--- config.mk ---
export PLATFORM = sky130hd
export DESIGN_NAME = temp_sensor_scratchpad_decode
export DESIGN_NICKNAME = d
export VERILOG_FILES = /design/src/rtl/tssd_pkg.sv /design/src/rtl/temp_sensor_scratchpad_decode.sv
export SDC_FILE = /design/constraint.sdc
export NUM_CORES = 1
export LEC_CHECK = 0
export BUFFER_PORTS_ARGS = -buffer_cell sky130_fd_sc_hd__buf_2
export CORE_MARGIN = 1.5
export CORE_UTILIZATION = 58
export CTS_BUF_LIST = sky130_fd_sc_hd__clkbuf_4 sky130_fd_sc_hd__clkbuf_8
export DETAILED_ROUTE_END_ITERATION = 6
export PLACE_DENSITY = 0.95
export SETUP_SLACK_MARGIN = 0.5
export SLEW_MARGIN = 20
export SYNTH_ARGS = -nofsm -noshare
export SYNTH_HDL_FRONTEND = slang
export SYNTH_SLANG_ARGS = --single-unit
export TNS_END_PERCENT = 30
--- constraint.sdc ---
create_clock -name clock -period 5.8 [get_ports clock]
set_clock_uncertainty 0.2 [all_clocks]
set_input_delay 1.74 -clock clock [delete_from_list [all_inputs] [get_ports clock]]
set_output_delay 1.74 -clock clock [all_outputs]
set_load 0.03 [all_outputs]
--- src/rtl/tssd_pkg.sv ---
// Package for the temperature sensor scratchpad decoder.
// Holds the scratchpad constants, the CRC-8 byte update and the temperature decode.
// Standalone package; used by temp_sensor_scratchpad_decode.
`timescale 1ns / 1ps

package tssd_pkg;

   localparam logic [7:0]  CRC_POLY_REFLECTED  = 8'h8C;
   localparam logic [7:0]  FAMILY_COUNT_REMAIN = 8'h10;
   localparam logic [7:0]  FAMILY_RESET        = 8'h28;
   localparam logic [7:0]  COUNT_PER_C_MARK    = 8'h10;
   localparam logic [7:0]  RES_FIELD_MASK      = 8'h60;
   localparam logic [7:0]  RES_9_BIT           = 8'h00;
   localparam logic [7:0]  RES_10_BIT          = 8'h20;
   localparam logic [7:0]  RES_11_BIT          = 8'h40;
   localparam logic [15:0] HIGH_NIBBLES_MASK   = 16'hFFF0;
   localparam logic [15:0] COUNT_REMAIN_BIAS   = 16'd12;
   localparam logic [3:0]  CRC_BYTE_INDEX      = 4'd8;

   // register word index on the configuration port
   localparam logic        REG_FAMILY_CODE     = 1'b0;

   typedef struct packed {
      logic [15:0] temperature;
      logic        crc_ok;
      logic [7:0]  computed_crc;
   } result_type;

   // One byte of the reflected CRC-8, least significant bit first.
   function automatic logic [7:0] crc8_update(input logic [7:0] crc, input logic [7:0] b);
      logic [7:0] c;
      logic       mix;
      c = crc;
      for (int i = 0; i < 8; i++) begin
         mix = c[0] ^ b[i];
         c   = {1'b0, c[7:1]};
         if (mix) begin
            c = c ^ CRC_POLY_REFLECTED;
         end
      end
      return c;
   endfunction

   function automatic logic [15:0] decode_temperature(
      input logic [7:0] family,
      input logic [7:0] b0,
      input logic [7:0] b1,
      input logic [7:0] b4,
      input logic [7:0] b6,
      input logic [7:0] b7
   );
      logic [15:0] raw;
      logic [7:0]  res;
      raw = {b1, b0};
      res = b4 & RES_FIELD_MASK;
      if (family == FAMILY_COUNT_REMAIN) begin
         raw = {raw[12:0], 3'b000};
         if (b7 == COUNT_PER_C_MARK) begin
            raw = (raw & HIGH_NIBBLES_MASK) + COUNT_REMAIN_BIAS - {8'h00, b6};
         end
      end else begin
         case (res)
            RES_9_BIT:  raw = {raw[15:3], 3'b000};
            RES_10_BIT: raw = {raw[15:2], 2'b00};
            RES_11_BIT: raw = {raw[15:1], 1'b0};
            default:    raw = raw;
         endcase
      end
      return raw;
   endfunction

endpackage

--- src/rtl/temp_sensor_scratchpad_decode.sv ---
// Top level of the temperature sensor scratchpad decoder.
// Streaming byte input, streaming result output, APB-style family code register.
// Depends on tssd_pkg.
`timescale 1ns / 1ps

// Takes one scratchpad byte per cycle (byte 0 to byte 8) and, in the cycle after byte 8 is
// accepted, presents one result: temperature in sixteenths of a degree C, the CRC match
// flag and the computed CRC-8. The CRC update and the decode are combinational logic between
// the input handshake and the result register, so a byte can enter in every cycle; req_tready
// drops only while a finished result is held and rsp_tready is low. req_tuser high restarts
// the frame at byte 0. Write the family code only while the block is idle.
module temp_sensor_scratchpad_decode (
   input  logic        clock,
   input  logic        reset,
   input  logic        req_tvalid,
   output logic        req_tready,
   input  logic [7:0]  req_tdata,   // [7:0] data_byte
   input  logic        req_tuser,   // [0] frame_start
   output logic        rsp_tvalid,
   input  logic        rsp_tready,
   output logic [31:0] rsp_tdata,   // [15:0] temperature, [16] crc_ok,
                                    // [24:17] computed_crc, [31:25] zero
   input  logic        csr_psel,
   input  logic        csr_penable,
   input  logic        csr_pwrite,
   input  logic [2:0]  csr_paddr,
   input  logic [31:0] csr_pwdata,
   output logic [31:0] csr_prdata,
   output logic        csr_pready
);

   logic [7:0]             family_ff, family_in;
   logic [3:0]             count_ff, count_in;
   logic [7:0]             crc_ff, crc_in;
   logic [7:0]             byte0_ff, byte1_ff, byte4_ff, byte6_ff, byte7_ff;
   logic                   rsp_valid_ff, rsp_valid_in;
   tssd_pkg::result_type   rsp_data_ff, rsp_data_in;

   logic       req_fire;
   logic       is_crc_byte;
   logic [3:0] eff_count;
   logic [7:0] eff_crc;
   logic       reg_write;

   assign csr_pready = 1'b1;
   assign reg_write  = csr_psel && csr_penable && csr_pwrite && csr_pready &&
                       (csr_paddr[2] == tssd_pkg::REG_FAMILY_CODE);
   assign csr_prdata = (csr_paddr[2] == tssd_pkg::REG_FAMILY_CODE) ? {24'h000000, family_ff}
                                                                    : 32'h00000000;

   assign req_tready = !rsp_valid_ff || rsp_tready;
   assign req_fire   = req_tvalid && req_tready;

   // frame start drops any partial frame before this byte is counted
   assign eff_count   = req_tuser ? 4'd0 : count_ff;
   assign eff_crc     = req_tuser ? 8'h00 : crc_ff;
   assign is_crc_byte = (eff_count >= tssd_pkg::CRC_BYTE_INDEX);

   always_comb begin
      family_in = reg_write ? csr_pwdata[7:0] : family_ff;
   end

   always_comb begin
      count_in     = count_ff;
      crc_in       = crc_ff;
      rsp_valid_in = rsp_valid_ff && !rsp_tready;
      rsp_data_in  = rsp_data_ff;
      if (req_fire) begin
         if (is_crc_byte) begin
            count_in                 = 4'd0;
            crc_in                   = 8'h00;
            rsp_valid_in             = 1'b1;
            rsp_data_in.temperature  = tssd_pkg::decode_temperature(family_ff, byte0_ff,
                                          byte1_ff, byte4_ff, byte6_ff, byte7_ff);
            rsp_data_in.crc_ok       = (eff_crc == req_tdata);
            rsp_data_in.computed_crc = eff_crc;
         end else begin
            count_in = eff_count + 4'd1;
            crc_in   = tssd_pkg::crc8_update(eff_crc, req_tdata);
         end
      end
   end

   always_ff @(posedge clock) begin
      if (reset) begin
         family_ff    <= tssd_pkg::FAMILY_RESET;
         count_ff     <= 4'd0;
         crc_ff       <= 8'h00;
         rsp_valid_ff <= 1'b0;
      end else begin
         family_ff    <= family_in;
         count_ff     <= count_in;
         crc_ff       <= crc_in;
         rsp_valid_ff <= rsp_valid_in;
      end
   end

   // keep only the scratchpad bytes that the decode reads
   always_ff @(posedge clock) begin
      rsp_data_ff <= rsp_data_in;
      if (req_fire && !is_crc_byte) begin
         case (eff_count[2:0])
            3'd0:    byte0_ff <= req_tdata;
            3'd1:    byte1_ff <= req_tdata;
            3'd4:    byte4_ff <= req_tdata;
            3'd6:    byte6_ff <= req_tdata;
            3'd7:    byte7_ff <= req_tdata;
            default: ;
         endcase
      end
   end

   assign rsp_tvalid = rsp_valid_ff;
   assign rsp_tdata  = {7'b0000000, rsp_data_ff.computed_crc, rsp_data_ff.crc_ok,
                        rsp_data_ff.temperature};

`ifndef SYNTHESIS
   a_count_range: assert property (@(posedge clock) disable iff (reset)
      count_ff <= tssd_pkg::CRC_BYTE_INDEX)
      else $error("byte count beyond the CRC byte");

   a_result_source: assert property (@(posedge clock) disable iff (reset)
      $rose(rsp_valid_ff) |-> $past(req_fire && !req_tuser &&
                                    (count_ff >= tssd_pkg::CRC_BYTE_INDEX)))
      else $error("result raised without a CRC byte transaction");

   a_frame_restart: assert property (@(posedge clock) disable iff (reset)
      (req_fire && is_crc_byte) |=> (count_ff == 4'd0) && (crc_ff == 8'h00) && rsp_valid_ff)
      else $error("frame state not restarted after the CRC byte");
`endif

endmodule
==> summary.txt <==
Power and ir drop
  – Switching share of power: 0.264
  – Internal power: 990 uW
  – Sw power: 355 uW
  – Sequential share of power: 0.493
  – Maximum vdd drop: 192 uV
  – Cell Pwr Density: 301 mW/mm2
  – Clock power frac: 0.331
  – Leakage: 0.00176 uW
  – Comb pwr share: 0.175

Logic synthesis
  – Top cells by area, synth: edfxtp_1, dfxtp_1, buf_4
  – EDFF count, synth: 59
  – Synth unique cells: 47
  – Synth top area share: 0.440
  – Synth Cell Area: 0.00402 mm2
  – Seq/Total Area, Yosys: 0.545
  – Synth area leader: edfxtp_1
  – Ys Warns: 0
  – Count leader, synth: edfxtp_1
  – Ys async rst share: 0
  – Flops & latches, synth: 80
  – Mapped Cells: 373
  – Commonest cells in the netlist: edfxtp_1, nand2_1, buf_4, nor2_1
  – Top FF cell, synth: edfxtp_1
  – Mean Syn Cell Area: 10.8 um2

Detailed routing
  – Routed wire length: 7.40 mm
  – Via count: 2793
  – Drt via density: 5.42
  – Wirelength per Cell: 14.4 um
  – Final antenna-violating net count: 0
  – DRC viols: 0
  – DR pass1 iterations: 5
  – Starting DRT DRC Count: 102

Timing
  – RSZ-0062 raised after global routing: false
  – Setup TNS: 0 ps
  – Tcrit/Tclk final: 0.721
  – Worst Tran Pin Value: 749 ps
  – Final Hold Fails: 0
  – Minimum clock period after layout: 4180 ps
  – Final slew viol count: 0
  – Relative slew slack: 0.499
  – FMAX: 239 MHz
  – Final setup viols: 0

Worst setup path
  – Critical Path Source: csr_paddr[2]
  – Required @ worst endpoint: 3860 ps
  – Critical path class: primary input to output port
  – Worst Path Arrival: 2240 ps
  – CP Launch Type: primary input
  – Worst R2R Setup Slack: 3160 ps
  – RR Endpoint: rsp_tdata[10]
  – Critical Path Fanout Max: 10
  – Setup crit end: csr_prdata[4]
  – R2R Path Start: byte7_ff[5]
  – CP Capture Type: output port
  – R2R cell count: 6

GRT
  – Gr usage total: 0.207
  – Vias in the first global route: 2505
  – First-pass GRT wire length: 11.6 mm
  – Initial antenna violation count: 0
  – Total gr overflow: 0
  – Maximum number of pins on one net before global-route repair: 26

Place
  – IO buf count: 59
  – Post-DP HPWL: 5.32 mm
  – Gp weighted congestion: 0.878

Clock tree
  – Resized cells post-CTS: 0
  – Clk sinks: 80
  – Worst-path clk slew: 80 ps
  – H-tree Lvls: 3
  – Longest Clk Path Bufs: 2
  – Clock Latency Late Sink: 350 ps
  – CTS tree: built
  – Post-CTS setup buffers: 0
  – Hold-fix buffers at CTS: 0
  – Root Driver: clkbuf_8
  – TritonCTS Buffers: 9

Die
  – Die width: 86.3 um
  – I/O Pins: 118
  – Core box area: 0.00676 mm2
  – Starting Density: 0.595
  – Die height: 86.3 um
  – # rows: 30
  – Die area: 0.00744 mm2

Cells and area
  – Fill count: 539
  – Fin nets: 492
  – Multi-input logic area: 0.00163 mm2
  – Share of cells above drive strength 1: 0.186
  – Synth-to-Final Area Change: 11.2%
  – Ant diodes: 0
  – Finished Core Util: 0.662
  – FF+latch area: 0.00219 mm2

Outcome
  – Status: finished clean

Flow run
  – Max cap viols: 0

Min path
  – HP Class: flip-flop to flip-flop
  – WHS Path Cells: 2
-- layout make-up --
cell class	count	share of cell area
clock buffers	11	0.0310
repair buffers	59	0.0660
multi-input cells	269	0.364
flip-flops and latches	80	0.490
inverters	11	0.00923
well taps	80	0.0224
clock inverters	5	0.0179
-- registers in the layout, indices dropped and copies added (netlist names) --
register    flops
count_ff        4
byte1_ff        8
byte7_ff        8
byte4_ff        2
byte6_ff        8
crc_ff          8
rsp_tdata      25
byte0_ff        8
rsp_tvalid      1
family_ff       8
-- power groups by stage --
stage               clock (uW)  sequential [uW]  combinational [uW]
finish                     446              664                 236
floorplan                    0              669                 204
CTS                        452              663                 234
global placement             0              673                 223
detailed placement           0              676                 231
global route               472              666                 261
-- worst min-delay path by stage --
stage | start | end | slack, ps
floorplan | count_ff[1] | count_ff[1] | 230
global placement | count_ff[1] | count_ff[1] | 240
detailed placement | count_ff[1] | count_ff[1] | 250
CTS | count_ff[1] | count_ff[1] | 260
global route | count_ff[1] | count_ff[1] | 280
finish | count_ff[1] | count_ff[1] | 260
-- cells by family (layout without fill, tap and decap cells) --
family / Yosys count / in the layout / synth area share
adders and majority gates: 11 / 11 / 0.0342
other: 2 / 32 / 0.00187
muxes: 1 / 1 / 0.00249
xor gates and xnor gates: 35 / 35 / 0.0834
and+or+nand+nor: 135 / 135 / 0.171
DFF: 80 / 80 / 0.545
buffers and inverters: 54 / 86 / 0.0806
AOI/OAI and AO/OA: 55 / 55 / 0.0815
-- stage by stage --
stage	hold slack (ps)	std cells	total power [uW]	instance area, um2	setup WS [ps]
after global placement	244	499	896	4250	1660
after global routing	284	515	1400	4470	1570
final	258	515	1350	4470	1620
after floorplan	232	403	873	4140	1620
after CTS	257	515	1350	4470	1620
after detailed placement	246	499	907	4250	1620
-- critical path, cell delays in order --
cell and delay, ps:
buf_2 150, nor2b_1 140, buf_2 210
-- placed cells by master, fill, tap and decap left out, drive strengths merged, types with 5 or more instances in the layout --
master | Yosys | layout
a21oi | 19 | 19
and3 | 5 | 5
buf | 33 | 59
clkbuf | 10 | 11
conb | 2 | 32
dfxtp | 21 | 21
edfxtp | 59 | 59
ha | 11 | 11
inv | 11 | 12
nand2 | 43 | 43
nand2b | 6 | 6
nand3 | 9 | 9
nor2 | 24 | 24
nor2b | 15 | 15
nor3 | 8 | 8
nor4 | 5 | 5
o21ai | 18 | 18
xnor2 | 21 | 21
xor2 | 12 | 12
-- layer usage --
metal  global-route usage  part of all wire  routed length [um]
met2                0.353              0.52                3860
met1                0.250              0.40                2960
met4               0.0792             0.012                  87
met3               0.0619             0.065                 481
met5                    0                 0                   0
No activity file was read; power rests on OpenSTA's default activity.
